==> src/sv/kv_cache_block_allocator_macros.svh <==
// Assertion macros for the paged block allocator.
// Used by the top level; needs clk and rst_n in scope where expanded.
`ifndef KV_CACHE_BLOCK_ALLOCATOR_MACROS_SVH
`define KV_CACHE_BLOCK_ALLOCATOR_MACROS_SVH
`ifndef SYNTH
`define KVBA_ASSERT_ALWAYS(lbl, expr) \
    lbl: assert property (@(posedge clk) disable iff (!rst_n) (expr)) \
        else $error("allocator invariant violated");
`define KVBA_ASSERT_IMPLY(lbl, ante, cons) \
    lbl: assert property (@(posedge clk) disable iff (!rst_n) (ante) |-> (cons)) \
        else $error("allocator implication violated");
`else
`define KVBA_ASSERT_ALWAYS(lbl, expr)
`define KVBA_ASSERT_IMPLY(lbl, ante, cons)
`endif
`endif

==> src/sv/kvba_ram.sv <==
// Generic single-port-write, single-port-read RAM with registered read.
// No dependencies.
module kvba_ram #(
    parameter int WIDTH = 8,
    parameter int DEPTH = 256
) (
    input  logic                     clk,
    input  logic                     we,
    input  logic [$clog2(DEPTH)-1:0] waddr,
    input  logic [WIDTH-1:0]         wdata,
    input  logic [$clog2(DEPTH)-1:0] raddr,
    output logic [WIDTH-1:0]         rdata
);

    logic [WIDTH-1:0] mem [DEPTH];

    always_ff @(posedge clk)
    begin
        if (we)
        begin
            mem[waddr] <= wdata;
        end
        rdata <= mem[raddr];
    end

endmodule

==> config.mk <==
export PLATFORM = sky130hd
export DESIGN_NAME = kvba_ram
export DESIGN_NICKNAME = d
export VERILOG_FILES = /design/src/sv/kv_cache_block_allocator_macros.svh /design/src/sv/kvba_ram.sv
export SDC_FILE = /design/constraint.sdc
export NUM_CORES = 2
export LEC_CHECK = 0
export BUFFER_PORTS_ARGS = -buffer_cell sky130_fd_sc_hd__buf_2
export CAP_MARGIN = 20
export CORE_ASPECT_RATIO = 0.9
export CORE_MARGIN = 5
export CORE_UTILIZATION = 48
export DETAILED_ROUTE_END_ITERATION = 12
export GPL_ROUTABILITY_DRIVEN = 0
export PLACE_DENSITY = 0.62
export SETUP_SLACK_MARGIN = 0.05
export SYNTH_ARGS = -nofsm -noshare
export SYNTH_HDL_FRONTEND = slang
export SYNTH_SLANG_ARGS = --single-unit
==> constraint.sdc <==
create_clock -name clk -period 6.8 [get_ports clk]
set_clock_uncertainty 0.2 [all_clocks]
set_input_delay 1.36 -clock clk [delete_from_list [all_inputs] [get_ports clk]]
set_output_delay 1.36 -clock clk [all_outputs]
set_load 0.05 [all_outputs]
Word level (Yosys, flattened, before mapping)
Memories as Yosys holds them, arrays and structs flattened. A register that Yosys moved wholly into a read port is not among the register bits.
Cells that the tools add are included.
- memories kept: 1
- input port bits: 26
- RAM bits: 2048
- bits in registers: 0
- word-level logic and storage cells: 3
- muxes and demuxes: 2
- memories (name ; depth ; bits a word ; rd ports ; clocked after Yosys merged registers in ; write ports ; RTL line ; RTL):
    mem ; 256 ; 8 ; 1 ; 1 ; 1 ; kvba_ram.sv:15 ; logic [WIDTH-1:0] mem [DEPTH];
- operators by type and width (operator ; number):
    $mux 1 ; 2

Logic depth before layout (Yosys ltp)
- depth after elaboration: 2
- mapped depth: 11
- mapped depth without buffers: 6

Worst setup path before layout
No wires, ideal clock.
- path type: input to register
- from: input raddr[0]
- to: register rdata[2] (read register of mem)
- slack: 3302 ps
- buffers on the path: 4
- cell stages on the path: 9
- data required time: 6469 ps
- data arrival time: 3167 ps
- cell sequence: buf_6 -> buf_12 -> buf_8 -> buf_2 -> mux4_2 -> a22oi_1 -> a21oi_1 -> nor4_1 -> nor4_2
- RTL lines (what ; RTL line ; RTL):
    start, declared ; kvba_ram.sv:11 ; input logic [$clog2(DEPTH)-1:0] raddr,
    end, declared ; kvba_ram.sv:12 ; output logic [WIDTH-1:0] rdata

==> run summary <==
FILL cells: 12,700
die area: 0.174 mm^2
clock latency on the worst-skew pair: 0.84 ns
Slew headroom: 25.2%
crit path launch type: input port
Max IR drop VDD: 0.227 mV
Std-Cell Rows: 141
total CTS buffers: 192
vias per cell: 6.24
Synth area leaders: edfxtp_1 77%, mux4_2 13%, mux2i_1 1.7%
Post-CTS Setup Repair Bufs: 0
clock sink count: 2,056
CP Buf/Inv Count: 2
placed inst area: 0.0823 mm^2
fraction of registers with async set/reset: 0%
nets@finish: 3,864
post-synthesis sequential area ratio: 77.5%
worst reg2reg setup slack: 3.83 ns
Max Fclk: 227 MHz
outcome: finished clean
final instance area: 0.0883 mm^2
clk slew on worst S/H paths: 0.06 ns
# setup viols final: 0
antenna violations before repair: 16
cell mode on critical path: a21oi_1
H-tree Lvls: 4
Hold Buf Count CTS: 0
Top Family by Delay on Critical Path: simple AND/OR/NAND/NOR gates
synthesized flop and latch total: 2,056
P per Cell Area: 290 mW/mm^2
largest net degree at the start of global routing: 193
number of flops mapped to enable cells by yosys: 2,048
first-pass GRT wire length: 285,000 um
Overflow after GRT: 0
Synth area leader: edfxtp_1
required time of the critical path: 7.26 ns
worst-case clock buffer depth: 3
DP HPWL: 119,000 um
final worst slack: 2.40 ns
post_cts resized: 0
Post-synth top cells: 2,048 x edfxtp_1, 454 x mux4_2, 282 x nor2_1
final period utilization: 64.7%
Final ANT Viol Nets: 0
Core Region: 0.164 mm^2
worst slack, placed: 1.54 ns
Synth cell types: 55
yosys warns: 0
post-synth top area share: 77.3%
Final Core Density: 53.7%
DR WL/cell: 31.7 um
FF/Latch Area: 0.0617 mm^2
synthesis-to-finish area growth: 11.0%
Routed WL: 197,000 um
static leakage: 27.0 nW
Crit Path Category: in2reg
RSZ-0062 raised after global routing: false
area occupied by multi-input gates: 0.0165 mm^2
Worst Setup End Kind: flop
vias in the first global route: 38,700
max-slew violation count: 0
Die Y: 396 um
Sum Neg Setup Slack: 0 ns
CTS tree: built
Final Hold Vio Count: 0
GRT Util Overall: 22.7%
Syn Area/Cell: 21.3 um^2
Initial Util: 48.4%
critical-path cell list: buf_8, buf_4, nand3b_1, o221ai_1, a21oi_1, a21oi_1, nor4_1, nor4_2
share of cells above drive strength 1: 21.9%
synthesized area: 0.0796 mm^2
Vias: 38,800
IO buf count: 33
worst min path class: in2reg
Slowest cell on crit path: nor4_1
most common cell in the synthesized netlist: edfxtp_1
iteration count of the initial detailed-routing pass: 5
CP Max Fanout: 68
post-layout minimum cycle time: 4.40 ns
Slew @ Worst Pin: 1.12 ns
Top FF cell, synth: edfxtp_1
Arrival @ worst endpoint: 4.86 ns
# DRC: 0
Initial DRC Count: 4,596
CP peak stage delay: 0.96 ns
max-cap viol count: 0
Synth Net Count: 3,759
total power: 0.0256 W
CTS Root Cell: clkbuf_16
Post-Synthesis Cells: 3,733
die span in x: 439 um
I/O pin count: 34
layout make-up:
cell class / count / share of cell area (%)
Antenna cell: 9 / 0.0255
Clock buffer: 249 / 5.83
Clock inverter: 107 / 0.937
Inverter: 2 / 0.00850
Multi-Input combinational cell: 1442 / 18.7
Sequential cell: 2056 / 69.9
Tap cell: 2216 / 3.14
Timing Repair Buffer: 144 / 1.51
power by group:
| group | internal (W) | total, W | leakage (nW) | switching (W) |
|---|---|---|---|---|
| Sequential | 0.0140 | 0.0140 | 18.5 | 0.0000185 |
| Clock | 0.00571 | 0.0103 | 2.92 | 0.00463 |
| Combinational | 0.000423 | 0.00128 | 5.59 | 0.000856 |
registers in the layout, summed over array words and instances (netlist names):
| register | count |
|---|---|
| mem | 2048 |
| rdata | 8 |
cells in the final DEF, fill, tap and decap left out, types with 4 or more instances in the layout:
master     instances
buf_2             23
buf_8             11
a21oi_1           96
nand2b_1           8
bufinv_16         10
o221ai_1          46
clkbuf_16        197
nor3_1            22
dfxtp_1            8
nand2_1           32
o32ai_1            4
a211oi_1          16
inv_6              5
diode_2            9
o22ai_1           28
and2_1             6
a22o_1             8
clkbuf_1          50
buf_4             91
nor4_1            24
nor2b_1           28
nand4_1           10
a22oi_1          133
buf_12            18
o21ai_0           10
clkinv_2          31
edfxtp_1        2048
clkinv_1          53
nand3_1           32
a221oi_1          13
o211ai_1          10
or2_2              4
o22a_1             5
mux2i_1          134
mux4_2           454
nor2_1           279
metrics by stage:
step           cells  hold WS (ns)
4_1_cts         6215         0.707
2_1_floorplan   3733         0.570
6_report        6225         0.733
5_1_grt         6219         0.724
3_5_place_dp    5859         0.826
3_3_place_gp    5856         0.817
worst register-to-register path: cells and delay by family (launching register included):
kind,cells,cell delay (ns)
AOI/OAI and AO/OA,3,1.34
DFF,1,0.36
muxes,1,0.46
and+or+nand+nor,2,0.45
per-layer routing:
layer  global-route usage (%)  up-vias  wire, um
li1                         -    15900         -
met1                     33.8    20800     83900
met2                     34.3     1775     90900
met3                     5.16      333     17100
met4                     6.08        2      5320
met5                        0        -        13
worst paths after layout:
check / startpoint / to / cells past startpoint
hold reg to reg: mem[12][5]$_DFFE_PP_ / rdata[5]$_DFF_P_ / 5
setup reg to reg: mem[83][5]$_DFFE_PP_ / rdata[5]$_DFF_P_ / 6
hold / removal: wdata[2] / mem[87][2]$_DFFE_PP_ / 1
setup / recovery: raddr[1] / rdata[6]$_DFF_P_ / 8
logic make-up (layout without fill, tap and decap cells):
family          count (synthesis)  in the layout  share of synthesized area (%)
mux                           591            591                           14.6
other cells                     0              9                              0
compound gates                385            385                           3.42
buf+inv                       235            502                           1.83
flops                        2056           2056                           77.5
simple gates                  466            466                           2.63
No activity file was read; power rests on OpenSTA's default activity.
