## src/sv/kv_cache_block_allocator_macros.svh

```systemverilog
// Assertion macros for the paged block allocator.
// Used by the top level; needs clk and rst_n in scope where expanded.
`ifndef KV_CACHE_BLOCK_ALLOCATOR_MACROS_SVH
`define KV_CACHE_BLOCK_ALLOCATOR_MACROS_SVH
`ifndef SYNTH
`define KVBA_ASSERT_ALWAYS(lbl, expr) \
    lbl: assert property (@(posedge clk) disable iff (!rst_n) (expr)) \
        else $error("allocator invariant violated");
`define KVBA_ASSERT_IMPLY(lbl, ante, cons) \
    lbl: assert property (@(posedge clk) disable iff (!rst_n) (ante) |-> (cons)) \
        else $error("allocator implication violated");
`else
`define KVBA_ASSERT_ALWAYS(lbl, expr)
`define KVBA_ASSERT_IMPLY(lbl, ante, cons)
`endif
`endif

```

## src/sv/kvba_pkg.sv

```systemverilog
// Shared constants and codes for the paged block allocator.
// No dependencies.
package kvba_pkg;

    localparam int POOL_DEPTH = 256;
    localparam int NUM_SLOTS  = 16;
    localparam int MAX_BPS    = 64;

    localparam int BID_W  = 8;
    localparam int FC_W   = 9;
    localparam int SLOT_W = 4;
    localparam int LB_W   = 6;
    localparam int CNT_W  = 7;
    localparam int TOK_W  = 14;
    localparam int BS_W   = 9;
    localparam int DIVD_W = 15;
    localparam int TBL_AW = SLOT_W + LB_W;

    localparam logic [1:0] FUNC_GROW      = 2'd0;
    localparam logic [1:0] FUNC_RELEASE   = 2'd1;
    localparam logic [1:0] FUNC_TRANSLATE = 2'd2;
    localparam logic [1:0] FUNC_QUERY     = 2'd3;

    localparam logic [2:0] ST_OK        = 3'd0;
    localparam logic [2:0] ST_EXHAUSTED = 3'd1;
    localparam logic [2:0] ST_UNKNOWN   = 3'd2;
    localparam logic [2:0] ST_RANGE     = 3'd3;
    localparam logic [2:0] ST_LIMIT     = 3'd4;

    localparam logic [BS_W-1:0] BSIZE_RESET = 9'd16;

    typedef struct packed {
        logic                start;
        logic [DIVD_W-1:0]   dividend;
        logic [BS_W-1:0]     divisor;
    } div_req_t;

    typedef struct packed {
        logic                done;
        logic [DIVD_W-1:0]   quotient;
    } div_rsp_t;

endpackage

```

## src/sv/kvba_div.sv

```systemverilog
// Restoring divider, one quotient bit per cycle, for the blocks-needed count.
// Depends on kvba_pkg.
module kvba_div (
    input  logic                clk,
    input  logic                rst_n,
    input  kvba_pkg::div_req_t  req,
    output kvba_pkg::div_rsp_t  rsp
);

    logic                        busy_reg;
    logic                        done_reg;
    logic [3:0]                  step_reg;
    logic [kvba_pkg::BS_W-1:0]   rem_reg;
    logic [kvba_pkg::BS_W-1:0]   dvs_reg;
    logic [kvba_pkg::DIVD_W-1:0] quo_reg;
    logic [kvba_pkg::BS_W:0]     trial;
    logic                        take;

    assign trial = {rem_reg, quo_reg[kvba_pkg::DIVD_W-1]};
    assign take  = trial >= {1'b0, dvs_reg};

    always_ff @(posedge clk or negedge rst_n)
    begin
        if (!rst_n)
        begin
            busy_reg <= 1'b0;
            done_reg <= 1'b0;
            step_reg <= '0;
        end
        else
        begin
            done_reg <= 1'b0;
            if (req.start)
            begin
                busy_reg <= 1'b1;
                step_reg <= '0;
            end
            else if (busy_reg)
            begin
                step_reg <= step_reg + 4'd1;
                if (step_reg == 4'(kvba_pkg::DIVD_W - 1))
                begin
                    busy_reg <= 1'b0;
                    done_reg <= 1'b1;
                end
            end
        end
    end

    always_ff @(posedge clk)
    begin
        if (req.start)
        begin
            rem_reg <= '0;
            quo_reg <= req.dividend;
            dvs_reg <= (req.divisor == '0) ? kvba_pkg::BS_W'(1) : req.divisor;
        end
        else if (busy_reg)
        begin
            rem_reg <= take ? kvba_pkg::BS_W'(trial - {1'b0, dvs_reg})
                            : trial[kvba_pkg::BS_W-1:0];
            quo_reg <= {quo_reg[kvba_pkg::DIVD_W-2:0], take};
        end
    end

    assign rsp.done     = done_reg;
    assign rsp.quotient = quo_reg;

endmodule

```

## config.mk

```make
export PLATFORM = sky130hd
export DESIGN_NAME = kvba_div
export DESIGN_NICKNAME = d
export VERILOG_FILES = /design/src/sv/kv_cache_block_allocator_macros.svh /design/src/sv/kvba_pkg.sv /design/src/sv/kvba_div.sv
export SDC_FILE = /design/constraint.sdc
export NUM_CORES = 1
export LEC_CHECK = 0
export ABC_AREA = 1
export BUFFER_PORTS_ARGS = -buffer_cell sky130_fd_sc_hd__buf_2
export CORE_ASPECT_RATIO = 2
export CORE_MARGIN = 5
export CORE_UTILIZATION = 45
export CTS_CLUSTER_DIAMETER = 50
export DETAILED_ROUTE_END_ITERATION = 8
export PLACE_DENSITY = 0.65
export SETUP_SLACK_MARGIN = 0.1
export SYNTH_ARGS = -nofsm -noshare
export SYNTH_HDL_FRONTEND = slang
export SYNTH_SLANG_ARGS = --single-unit
```

## constraint.sdc

```tcl
create_clock -name clk -period 1.95 [get_ports clk]
set_input_delay 0.2925 -clock clk [delete_from_list [all_inputs] [get_ports clk]]
set_output_delay 0.2925 -clock clk [all_outputs]
set_load 0.01 [all_outputs]
```

Word-level counts from Yosys, hierarchy flattened
Cells that the tools add are included.
Widths: inputs -> output; s select.
{"block": "totals", "reg_bits": 39, "in_bits": 27, "wordCells": 23}
{"block": "classes", "n_addsub": 2, "magnitude_cmp": 1, "n_eq_ne": 1, "muxes": 11, "reduce_logical": 2}
{"cell": "$mux 15", "n": 2}
{"cell": "$ge 10x9->1", "n": 1}
{"cell": "$logic_not 9->1", "n": 1}
{"cell": "$mux 9", "n": 1}
{"cell": "$sub 9x9->9", "n": 1}
{"cell": "$mux 4", "n": 2}
{"cell": "$mux 1", "n": 6}
{"cell": "$add 4x1->4 const B", "n": 1}
{"cell": "$eq 4x4->1 const B", "n": 1}
{"cell": "$reduce_bool 2->1", "n": 1}

Depth between registers and ports, before layout
{"block": "logic_depth", "word_depth": 4, "ltp_mapped": 12, "depth_no_buf": 12}

Least setup slack after synthesis
No wires, ideal clock.
{"block": "synth_timing", "path_kind": "register to register", "startpoint": "register quo_reg[14] (netlist bit)", "endpoint": "register rem_reg[2] (netlist bit)", "arrival_time_ns": 1.675, "required_time_ns": 1.811, "path_slack_ns": 0.136, "path_stages_with_launch": 12, "period_less_slack_ns": 1.814, "path_cell_list": "edfxtp_1 > inv_1 > ha_1 > inv_1 > fa_1 > nand2_1 > nand3_2 > nand2_2 > buf_6 > nand3_1 > nand3_1 > o21ai_0"}
{"block": "synth_between", "elab_chain_cells": 2}
{"item": "start: declaration", "line": "kvba_div.sv:15", "text": "logic [kvba_pkg::DIVD_W-1:0] quo_reg;"}
{"item": "start signal: assignment", "line": "kvba_div.sv:55", "text": "quo_reg <= req.dividend;"}
{"item": "start signal: assignment", "line": "kvba_div.sv:62", "text": "quo_reg <= {quo_reg[kvba_pkg::DIVD_W-2:0], take};"}
{"item": "$sub 9x9->9 or $ge 10x9->1 (tied branches)", "line": "kvba_div.sv:60, kvba_div.sv:20"}
{"item": "$mux 9 (*)", "line": "kvba_div.sv:60", "text": "rem_reg <= take ? kvba_pkg::BS_W'(trial - {1'b0, dvs_reg})"}
{"item": "end signal: assignment", "line": "kvba_div.sv:60"}
{"item": "end: declaration", "line": "kvba_div.sv:13", "text": "logic [kvba_pkg::BS_W-1:0] rem_reg;"}
Every way passes the cells marked *; elsewhere a longest branch is shown, timed or not.
A chain may end at the register's enable or synchronous reset.

Worst setup path in the final report
{"block": "layout_timing", "startpoint": "register quo_reg[14] (netlist bit)", "endpoint": "register rem_reg[8] (netlist bit)"}
Same word-level chain as after synthesis.

==> out/qor.yml <==
synth_simple_gate_area_share_pct: 28.81
power_density_cells_nw_per_um2: 1086
synthTopCellsByArea: "edfxtp_1 33%, nand2_1 16%, dfxtp_1 8.3%, dfrtp_1 7.0%, ha_1 6.4%"
syn-num-nets: 304
drv.max_cap_violation_count: 0
n_antenna_cell: 0
top_usage_layer: "met2"
cts.htree.levels: 2
use_met3_pct: 3.226
final.fill_count: 449
worst_path_most_repeated_cell: "inv_2"
synth_mux_area_share_pct: 0
die_width_um: 58.97
synthesis.instances: 265
synth.most_common_cell: "nand2_1"
switching_power_summed_over_all_nets_w: 0.001046
synth_fa_ha_area_share_pct: 7.304
share_of_power_burned_in_the_clock_network_pct: 19.3
grt.met2_usage_pct: 29.83
synth.avg_cell_area_um2: 8.145
finalHoldViolations: 0
finish.net_count: 352
r2r_slack_ns: 0.18
antenna_found_initial: 0
dp_hpwl_mm: 3.818
final-seq-area_um2: 1051
num_rows: 35
area_share_of_the_leading_cell_type_in_the_synthesized_netlist_pct: 33.39
cts_made_buffers: 5
post-route-drc-count: 0
slew-limit-headroom_pct: 64.21
comb_power_share_pct: 42.0
ys_seq_area_share_pct: 48.70
fin_setup_tns_ns: 0
outcome: "completed"
post-layout-total-power_w: 0.002906
multi_input_comb_area_um2: 996.0
grt_start_max_net_pins: 24
rsz0062_at_grt: "yes"
worstRegToRegCells: 11
synth.yosys.warnings: 0
gr-total-overflow: 0
synth_top_flop_cell: "edfxtp_1"
worstSkewPairLatency_ns: 0.29
timing.critical_path.slowest_cell_delay_ns: 0.40
groute.layer.met1.usage_pct: 18.02
wl_per_cell_um: 13.34
stdcell_count: 369
floorplan.core_area_um2: 4642
cts.reportedPaths.clkPinSlew_ns: 0.08
synth-xor-area-share_pct: 1.217
tightest_slew_ns: 0.5335
asyncSetResetFlopFracSynth_pct: 15.38
via_count_normalized_by_instance_count: 5.033
final-setup-viol-count: 0
worst-path-max-fanout: 8
die_h_um: 107.9
worst_r2r_endpoint: "rem_reg[8]$_SDFFE_PP0P_"
cp_slowest_cell: "edfxtp_1"
cell_internal_pwr_w: 0.001859
first_global_vias: 1862
initial_utilization_pct: 46.50
firstDrtPassIters: 4
timing.final.ws_setup_ns: 0.1781
min-delay-path-class: "in -> reg"
worst_setup_path_start_kind: "flip-flop"
groute.usage.overall_pct: 16.96
detailroute.via_count: 1857
clock_sink_count: 39
clk_root_buffer_cell: "clkbuf_8"
detail-route-antenna-nets: 0
fin_crit_ns: 1.772
first_pass_grt_wire_length_mm: 8.224
floorplan.io_pins: 43
hold_slack_ns: 0.1863
critical_path.endpoint_type: "flip-flop"
timing.setup.critical_path_class: "reg -> reg"
drive_above_1_share_pct: 26.75
sequentialPowerShare_pct: 38.7
power.ir.vdd_worst_uv: 660.7
endpoint: "rem_reg[8]$_SDFFE_PP0P_"
synth-edff-count: 24
detailedRoute.firstIterationViolations: 32
fmax_mhz: 564.4
flip_flop_count_of_the_largest_register_after_layout: 15
place_inst: 356
worst_ep_required_time_ns: 2.14
synth_top_family_by_area: "simple AND/OR/NAND/NOR gates"
synth.ff_latch_count: 39
cellLeakagePower_nw: 1.359
sw_frac_of_total_pct: 36.01
syn_area_um2: 2158
drv_slew: 0
netlist-cell-type-count: 28
floorplan_die_area_um2: 6365
tritoncts: "done"
clock-skew-final_ns: 0.01013
wire_length_after_detailed_routing_mm: 4.924
synth_compound_area_share_pct: 4.058
critical_path_arrival_ns: 1.96
share_of_the_clock_period_used_by_the_worst_path_after_layout_pct: 90.87
critical_path.startpoint: "quo_reg[14]$_DFFE_PP_"
synth_common_cells: "92 x nand2_1, 36 x inv_1, 25 x nand3_1"
layout-area-overhead-vs-synth_pct: 24.00
globalplace.congestion: 0.8621
clock_tree.buffer_depth: 2
portBuffers: 42
synth_top_area_cell: "edfxtp_1"
reg2reg_from: "quo_reg[14]$_DFFE_PP_"
detailedPlace.worstSlack_ns: 0.03853
critical_path.cell_chain: "inv_2 > ha_4 > inv_2 > fa_2 > nand2_2 > nand3_2 > nand2_4 > buf_6 > nand3b_1 > nand3_1 > nand2_1"
-- through the flow --
stage | cell area, um^2 | util [%]
final | 2676 | 57.66
after global routing | 2676 | 57.66
after CTS | 2549 | 54.91
after detailed placement | 2435 | 52.45
after global placement | 2435 | 52.45
after floorplan | 2158 | -
-- cell type report --
cell class                 count  share of cell area [%]
sequential                    39                   39.27
multi-input combinational    175                   37.21
tap                           55                   2.571
clock buffer                   7                   3.226
timing repair buffer          55                   12.34
inverter                      37                   5.189
clock inverter                 1                  0.1870
-- repair_timing --
item,CTS,global route
endpoints found under the setup margin,9,10
hold endpoints to repair,6,0
gates resized for setup,3,19
hold buffers,1,0
buffers inserted,0,4
pin swaps,0,8
-- layer usage --
| metal | share of wire, % | up-vias |
|---|---|---|
| met5 | 0 | - |
| met4 | 3.8 | 0 |
| met3 | 5.8 | 15 |
| met2 | 54 | 68 |
| met1 | 37 | 837 |
| li1 | - | 937 |
-- power by group through the flow --
stage	Sequential (W)	Combinational, W	Clock (W)
floorplan	0.00111	0.000770	0
global placement	0.00112	0.00106	0
detailed placement	0.00112	0.00108	0
CTS	0.00110	0.00110	0.000578
global route	0.00114	0.00138	0.000610
finish	0.00112	0.00122	0.000560
-- logic make-up after synthesis --
logic type	Yosys count
adders and majority gates	12
AOI/OAI and AO/OA	16
DFF	39
xor gates and xnor gates	3
buffers and inverters	51
and+or+nand+nor	144
-- worst min path at each step --
| stage | to | slack, ns | depth (start not counted) | start |
|---|---|---|---|---|
| after detailed placement | step_reg[3]$_DFFE_PN0P_ | 0.12 | 1 | rst_n |
| after global routing | dvs_reg[7]$_SDFFCE_PN0P_ | 0.18 | 1 | req[7] |
| after global placement | step_reg[3]$_DFFE_PN0P_ | 0.12 | 1 | rst_n |
| after CTS | dvs_reg[4]$_SDFFCE_PN0P_ | 0.17 | 1 | req[4] |
| final | dvs_reg[4]$_SDFFCE_PN0P_ | 0.19 | 1 | req[4] |
| after floorplan | busy_reg$_DFF_PN0_ | -0.003 | 0 | rst_n |
-- critical path: cells and delay by family (launching register included) --
| family | cells | cell delay (ns) |
|---|---|---|
| adders and majority gates | 2 | 0.50 |
| DFF | 1 | 0.40 |
| and+or+nand+nor | 6 | 0.50 |
| buffers and inverters | 3 | 0.25 |
-- cell usage in the layout, fill, tap and decap left out --
master	n
nand2_1	91
buf_2	42
inv_1	34
edfxtp_1	24
nand3_1	23
buf_4	9
dfxtp_1	9
nor2_1	7
a21oi_1	7
ha_4	6
dfrtp_1	6
clkbuf_8	6
nor2_2	5
ha_1	5
nor3_1	4
o21ai_1	4
nand2_2	3
nand3_2	3
nand3b_1	3
xnor2_1	3
inv_2	2
nand2_4	2
o21ai_0	2
buf_6	2
clkinv_1	1
a31oi_1	1
nor4_1	1
a31o_2	1
o31ai_1	1
and3_1	1
nand4_1	1
fa_2	1
clkbuf_1	1
clkinv_2	1
dlygate4sd3_1	1
buf_12	1
Power figures use the tool's default switching activity.
