[config.mk]
export PLATFORM = sky130hd
export DESIGN_NAME = kvba_free_stack
export DESIGN_NICKNAME = d
export VERILOG_FILES = /design/src/sv/kv_cache_block_allocator_macros.svh /design/src/sv/kvba_pkg.sv /design/src/sv/kvba_ram.sv /design/src/sv/kvba_free_stack.sv
export SDC_FILE = /design/constraint.sdc
export NUM_CORES = 2
export LEC_CHECK = 0
export ABC_AREA = 1
export BUFFER_PORTS_ARGS = -buffer_cell sky130_fd_sc_hd__buf_2
export CAP_MARGIN = 20
export CORE_ASPECT_RATIO = 1.4
export CORE_UTILIZATION = 30
export CTS_CLUSTER_SIZE = 16
export DETAILED_ROUTE_END_ITERATION = 8
export GPL_ROUTABILITY_DRIVEN = 1
export PLACE_DENSITY_LB_ADDON = 0.3
export SYNTH_ARGS = -nofsm -noshare
export SYNTH_HDL_FRONTEND = slang
export SYNTH_SLANG_ARGS = --single-unit
[constraint.sdc]
create_clock -name clk -period 1.15 [get_ports clk]
set_input_delay 0.115 -clock clk [delete_from_list [all_inputs] [get_ports clk]]
set_output_delay 0.115 -clock clk [all_outputs]
set_load 0.05 [all_outputs]
[src/sv/kv_cache_block_allocator_macros.svh]
// Assertion macros for the paged block allocator.
// Used by the top level; needs clk and rst_n in scope where expanded.
`ifndef KV_CACHE_BLOCK_ALLOCATOR_MACROS_SVH
`define KV_CACHE_BLOCK_ALLOCATOR_MACROS_SVH
`ifndef SYNTH
`define KVBA_ASSERT_ALWAYS(lbl, expr) \
    lbl: assert property (@(posedge clk) disable iff (!rst_n) (expr)) \
        else $error("allocator invariant violated");
`define KVBA_ASSERT_IMPLY(lbl, ante, cons) \
    lbl: assert property (@(posedge clk) disable iff (!rst_n) (ante) |-> (cons)) \
        else $error("allocator implication violated");
`else
`define KVBA_ASSERT_ALWAYS(lbl, expr)
`define KVBA_ASSERT_IMPLY(lbl, ante, cons)
`endif
`endif

[src/sv/kvba_pkg.sv]
// Shared constants and codes for the paged block allocator.
// No dependencies.
package kvba_pkg;

    localparam int POOL_DEPTH = 256;
    localparam int NUM_SLOTS  = 16;
    localparam int MAX_BPS    = 64;

    localparam int BID_W  = 8;
    localparam int FC_W   = 9;
    localparam int SLOT_W = 4;
    localparam int LB_W   = 6;
    localparam int CNT_W  = 7;
    localparam int TOK_W  = 14;
    localparam int BS_W   = 9;
    localparam int DIVD_W = 15;
    localparam int TBL_AW = SLOT_W + LB_W;

    localparam logic [1:0] FUNC_GROW      = 2'd0;
    localparam logic [1:0] FUNC_RELEASE   = 2'd1;
    localparam logic [1:0] FUNC_TRANSLATE = 2'd2;
    localparam logic [1:0] FUNC_QUERY     = 2'd3;

    localparam logic [2:0] ST_OK        = 3'd0;
    localparam logic [2:0] ST_EXHAUSTED = 3'd1;
    localparam logic [2:0] ST_UNKNOWN   = 3'd2;
    localparam logic [2:0] ST_RANGE     = 3'd3;
    localparam logic [2:0] ST_LIMIT     = 3'd4;

    localparam logic [BS_W-1:0] BSIZE_RESET = 9'd16;

    typedef struct packed {
        logic                start;
        logic [DIVD_W-1:0]   dividend;
        logic [BS_W-1:0]     divisor;
    } div_req_t;

    typedef struct packed {
        logic                done;
        logic [DIVD_W-1:0]   quotient;
    } div_rsp_t;

endpackage

[src/sv/kvba_ram.sv]
// Generic single-port-write, single-port-read RAM with registered read.
// No dependencies.
module kvba_ram #(
    parameter int WIDTH = 8,
    parameter int DEPTH = 256
) (
    input  logic                     clk,
    input  logic                     we,
    input  logic [$clog2(DEPTH)-1:0] waddr,
    input  logic [WIDTH-1:0]         wdata,
    input  logic [$clog2(DEPTH)-1:0] raddr,
    output logic [WIDTH-1:0]         rdata
);

    logic [WIDTH-1:0] mem [DEPTH];

    always_ff @(posedge clk)
    begin
        if (we)
        begin
            mem[waddr] <= wdata;
        end
        rdata <= mem[raddr];
    end

endmodule

[src/sv/kvba_free_stack.sv]
// Free stack of physical block ids: a RAM plus one valid bit per entry.
// An entry never written reads as its reset id. Depends on kvba_pkg, kvba_ram.
module kvba_free_stack (
    input  logic                       clk,
    input  logic                       rst_n,
    input  logic                       we,
    input  logic [kvba_pkg::BID_W-1:0] waddr,
    input  logic [kvba_pkg::BID_W-1:0] wdata,
    input  logic [kvba_pkg::BID_W-1:0] raddr,
    output logic [kvba_pkg::BID_W-1:0] rdata
);

    logic [kvba_pkg::POOL_DEPTH-1:0] vld_reg;
    logic                            vld_q_reg;
    logic [kvba_pkg::BID_W-1:0]      raddr_q_reg;
    logic [kvba_pkg::BID_W-1:0]      ram_rdata;

    kvba_ram #(
        .WIDTH (kvba_pkg::BID_W),
        .DEPTH (kvba_pkg::POOL_DEPTH)
    ) u_ram (
        .clk   (clk),
        .we    (we),
        .waddr (waddr),
        .wdata (wdata),
        .raddr (raddr),
        .rdata (ram_rdata)
    );

    always_ff @(posedge clk or negedge rst_n)
    begin
        if (!rst_n)
        begin
            vld_reg   <= '0;
            vld_q_reg <= 1'b0;
        end
        else
        begin
            if (we)
            begin
                vld_reg[waddr] <= 1'b1;
            end
            vld_q_reg <= vld_reg[raddr];
        end
    end

    always_ff @(posedge clk)
    begin
        raddr_q_reg <= raddr;
    end

    assign rdata = vld_q_reg ? ram_rdata
                             : kvba_pkg::BID_W'(kvba_pkg::POOL_DEPTH - 1) - raddr_q_reg;

endmodule

# Word-level counts from Yosys, hierarchy flattened
# Memory sizes are Yosys's and may differ from the RTL's. A register that Yosys moved wholly into a read port is not among the register bits.
# Index checks and enable logic that the tools add are counted.
[totals]
regBits = 265
ramBits = 2048
inputBits = 27
output_inout_bits = 8
word_cells = 17
n_memories = 1
[mem_list]
columns = ["name", "words", "word_bits", "read_ports", "rd_ports_with_merged_regs", "write_ports", "line_no", "source"]
rows = [
  ["u_ram.mem", 256, 8, 1, 1, 1, "kvba_ram.sv:15", "logic [WIDTH-1:0] mem [DEPTH];"],
]
[classes]
addsub = 1
magnitude_cmp = 3
mux = 7
n_bitwise = 1
reduce_logical = 1
[ops]
columns = ["op", "n"]
rows = [
  ["bitwise OR 256 bit", 1],
  ["< comparator 8 x 9 -> 1 bit, second input constant", 2],
  ["binary-select mux 1 bit (select 8 bit)", 1],
  ["demux 1 bit (select 8 bit)", 1],
  [">= comparator 8 x 1 -> 1 bit, second input constant", 1],
  ["2-to-1 mux 8 bit", 1],
  ["subtractor 8 bit, first input constant", 1],
  ["2-to-1 mux 1 bit", 4],
  ["logical AND 1 bit", 1],
]

# Longest topological paths before layout
[depth]
ltp_word = 5
mapped_depth = 15
depth_no_buf = 11

# Hierarchy
# From an unflattened synthesis, not the netlist that was laid out.
[unflattened]
cells_unflattened = 8232
hier_area_um2 = 95042.4
[by_module_without_submodules]
columns = ["module", "n_inst", "cells_per_inst", "area_per_inst_um2", "seq_area_each_um2"]
rows = [
  ["kvba_ram", 1, 7003, 83396.2, 61659.1],
  ["kvba_free_stack", 1, 1229, 11646.2, 6591.3],
]

# Worst setup path before layout
# No wires, ideal clock.
[synth_timing]
kind = "reg2out"
from = "register vld_q_reg"
to = "output port rdata[5] (netlist name)"
t_arrival_ps = 1715
required_ps = 1035
slack_ps = -680
path_stages_with_launch = 3
path_buffers = 1
path_cell_list = "dfrtp_1 clkbuf_1 o21ai_0"
[synth_via]
elab_chain_len = 1
[synth_lines]
columns = ["item", "line_no", "source"]
rows = [
  ["start, declared", "kvba_free_stack.sv:14", "logic vld_q_reg;"],
  ["start signal, assigned", "kvba_free_stack.sv:43", "vld_q_reg <= vld_reg[raddr];"],
  ["2-to-1 mux 8 bit", "kvba_free_stack.sv:52", "assign rdata = vld_q_reg ? ram_rdata"],
  ["end, declared", "kvba_free_stack.sv:10", "output logic [kvba_pkg::BID_W-1:0] rdata"],
]
# No other way between the ends.

# Worst setup path in the final report
[layout_timing]
from = "register vld_q_reg"
to = "output port rdata[6] (netlist name)"
# The elaborated chain is that of the path after synthesis.

==> flow_results.org <==
** STA
- Part of the cycle the worst path needs :: 183%
- After routing, the total negative slack on setup checks comes to -10.82 ns.
- Based on the critical path, the design can be clocked at up to 475 MHz.
- Final Hold Violating Endpoints :: 0
- Worst slew margin relative to its limit :: 67.4%
- Setup repair after global routing could not meet its margin everywhere.
- Total count of max-transition violations in the final report :: 0
- Setup violations remaining at the end of the flow were counted as 17.
- Period minus WS final :: 2.11 ns
- Slew at the pin closest to its max-slew limit :: 0.488 ns
- Min setup slack post-route :: -0.957 ns
- Between clock sinks in the finished design, the worst skew comes to about 0.034 ns.

** Power and ir drop
- Power comes to 183 mW.
- Lkg Pwr :: 44.7 nW
- Worst vdd rail ir drop :: 1.42 mV
- Dividing total power by cell area gives a power density of 1510 nW/um2.

** Global routing
- Initial antenna violation count :: 2
- Total global routing overflow :: 0
- The via count of the first global-routing pass was approximately 66000.
- Entering global routing, the biggest net connects 77 pins.
- Global-route wire length before repair :: 446 mm
- Global-route usage over all layers :: about a fifth

** Clocking
- Counting every sink on the clock net gives 2321.
- CTS clk-pin slew, worst paths :: 0.06 ns
- At the later pin of the worst-skew pair, clock insertion delay measures just under 0.9 ns.
- Clock tree root driver cell :: sky130_fd_sc_hd__clkbuf_16
- TritonCTS built the clock tree.
- The H-tree generated during clock tree synthesis spans 4 levels.
- In this run the deepest clock path goes through 4 buffers.
- Buffers inserted during clock tree synthesis total 218.

** Routing
- DRC violation total after the first TritonRoute iteration :: 5904
- Detailed Route WL :: 304 mm
- For this run, the detailed router's first-pass iteration total came to 6.
- Total number of vias :: 65303
- Residual antenna-violating net count after detailed routing :: 0
- Via count normalized by instance count :: 4.96
- After detailed routing, the average wire length per cell comes to 23.1 um.
- For this run, design rule violations remaining after detail routing come to 0.

** Status
- Failing checks :: negative setup slack
- Result of the run :: finished, violations left

** Worst setup path
- In this design, the stage delay of the slowest critical-path cell is ~0.5 ns.
- STA classifies the critical path endpoint as a primary output.
- Critical path launch point type :: flop
- Signal arrival time at the worst endpoint :: roughly 2.0 ns
- Critical Path Fanout Max :: 6
- Data required time of the worst path :: 1.03 ns
- On the critical path, the stage with the largest delay is an instance of sky130_fd_sc_hd__dfrtp_2.
- The setup path with the least slack is of type flop to primary output.
- The critical path goes through buf_4 -> o21ai_4 -> buf_12.

** Finish
- Compared with the post-synthesis result, the final layout area differs by 28.6%.
- Max FFs per register :: 2048
- Of the cells placed in the final design, the portion with a size suffix greater than 1 is 26.8%.
- Number of fill cells :: just under 30000
- Nets :: 8847

** Yosys
- Synth top cells by count :: 2384 x sky130_fd_sc_hd__nand2_1, 2267 x sky130_fd_sc_hd__nand3_1, 2048 x sky130_fd_sc_hd__edfxtp_1, 283 x sky130_fd_sc_hd__nor2_1, 271 x sky130_fd_sc_hd__buf_2
- Post-synthesis async set-or-reset flop share :: 11.1%
- Nets in the synthesized netlist :: approximately 8100
- Among all flip-flop cells after synthesis, the most frequent one is sky130_fd_sc_hd__edfxtp_1.
- Synthesis inferred about 2300 register bits.
- Dominant cell type by area after synthesis :: sky130_fd_sc_hd__edfxtp_1
- Synthesized instance count :: ~8000
- By instance count, the leading cell after synthesis is sky130_fd_sc_hd__nand2_1.
- Mean instance size in the synthesized netlist :: 11.6 um2
- Syn. warnings :: 0
- Part of the Yosys area used for sequential elements :: 72.4%
- The top cell type by area accounts for 65.2% of the synthesized area.
- The synthesized design contains a little over 2000 enable-type register cells.
- Mapped cell area :: 94300 um2
- Synth area leaders :: sky130_fd_sc_hd__edfxtp_1 65%, sky130_fd_sc_hd__nand3_1 12%, sky130_fd_sc_hd__nand2_1 9.5%
- Distinct cell type count after synthesis :: 19

** Placed design
- Pre-CTS setup slack :: -1.61 ns
- Routability Congestion :: between 0.9 and 1
- The HPWL after detailed placement is 204 mm.
- Input and output buffers added on the ports amount to 34.

** Floorplan
- The die covers 317000 um2.
- Die width :: 476 um
- Once the floorplan was initialized, standard cells occupied between 30% and 40% of the core.
- Measured along the y axis, the die boundary spans 665 um.
- The floorplan step defined a core boundary enclosing 313000 um2.
- After floorplanning, the core was divided into 243 placement rows.
- Number of placed I/O pins :: 35

** Hold path
- The min-delay analysis places its worst path in the category input port to flop.

** Run
- Max-cap violations in this run came to 0.
==> metal layers <==
metal	up-vias	routed length [um]	global-route usage (%)
li1	29895	-	-
met1	32767	117000	22.6
met2	2085	157000	33.7
met3	556	14500	1.96
met4	0	15800	9.39
met5	-	0	0
==> cell usage in the layout, fill, tap and decap left out, types with 11 or more instances in the layout <==
cell type                       count
sky130_fd_sc_hd__buf_2             12
sky130_fd_sc_hd__clkinv_1          22
sky130_fd_sc_hd__dlygate4sd3_1     17
sky130_fd_sc_hd__nor2_4           167
sky130_fd_sc_hd__or2_2            252
sky130_fd_sc_hd__nand3_2          432
sky130_fd_sc_hd__bufinv_16         20
sky130_fd_sc_hd__nand3_4          105
sky130_fd_sc_hd__buf_6             11
sky130_fd_sc_hd__clkinv_2          40
sky130_fd_sc_hd__nand3_1         1730
sky130_fd_sc_hd__nand2_2           57
sky130_fd_sc_hd__clkbuf_1          64
sky130_fd_sc_hd__dfrtp_1          256
sky130_fd_sc_hd__clkbuf_8          18
sky130_fd_sc_hd__buf_12           352
sky130_fd_sc_hd__nor2_2            35
sky130_fd_sc_hd__nand2_1         2310
sky130_fd_sc_hd__nor2_1            81
sky130_fd_sc_hd__clkbuf_16        223
sky130_fd_sc_hd__buf_8             12
sky130_fd_sc_hd__nand2_4           17
sky130_fd_sc_hd__inv_1             27
sky130_fd_sc_hd__buf_4            626
sky130_fd_sc_hd__edfxtp_1        2048
sky130_fd_sc_hd__dfxtp_1           16
==> timing repair <==
action                                 in CTS  in global routing
resized for setup                         499                219
buffers inserted                            2                  2
setup endpoints to repair                  17                274
pin swaps                                 188                170
hold buffers                               17                  1
endpoints found under the hold margin    2321                 44
==> final timing paths <==
path                       slack [ns]             end  cells after the start             start
setup / recovery                -0.96        rdata[6]                      3         vld_q_reg
hold / removal                   0.07  raddr_q_reg[4]                      4          raddr[4]
setup reg to reg                -0.42  u_ram.rdata[0]                     11  u_ram.mem[17][0]
hold reg to reg                  0.46     vld_reg[74]                      2       vld_reg[74]
max in group asynchronous        0.17    vld_reg[158]                      5             rst_n
min in group asynchronous        0.24    vld_reg[116]                      3             rst_n
==> logic make-up after synthesis <==
group / Yosys count / synth area share [%]
compound gates: 20 / 0.106
buf+inv: 581 / 3.17
flops: 2321 / 72.4
simple gates: 5186 / 24.3
==> worst max-delay path: cells and delay by family (launching register included) <==
kind / cells / cell delay, ns
AO/OA/AOI/OAI: 1 / 0.25
flip-flops: 1 / 0.50
buffers and inverters: 2 / 0.36
==> final cells by class <==
cell class / count / area, um2 / area share (%)
flip-flops and latches: 2321 / 68300 / 56.3
multi-input cells: 5206 / 28200 / 23.2
repair buffers: 1030 / 12300 / 10.1
clock buffers: 305 / 6070 / 5.01
well taps: 4165 / 5210 / 4.30
clock inverters: 92 / 981 / 0.809
inverters: 43 / 224 / 0.185
diodes: 1 / 2.50 / 0.00206
==> through the flow <==
step                cell area [um2]  hold slack (ns)  utilization, %  instances
floorplan                     96200           -0.181               -       8108
global placement             110000          -0.0300            35.2      12748
detailed placement           110000          -0.0330            35.2      12748
CTS                          120000           0.0187            38.4      13162
global route                 121000           0.0461            38.7      13163
finish                       121000           0.0664            38.7      13163
==> power by group <==
part	total [mW]	switching, mW	internal, mW
combinational	16.9	10.8	6.04
sequential	93.1	0.485	92.6
clock	73.2	32.0	41.2
total	183	43.3	140
(Power assumes the default switching activity.)
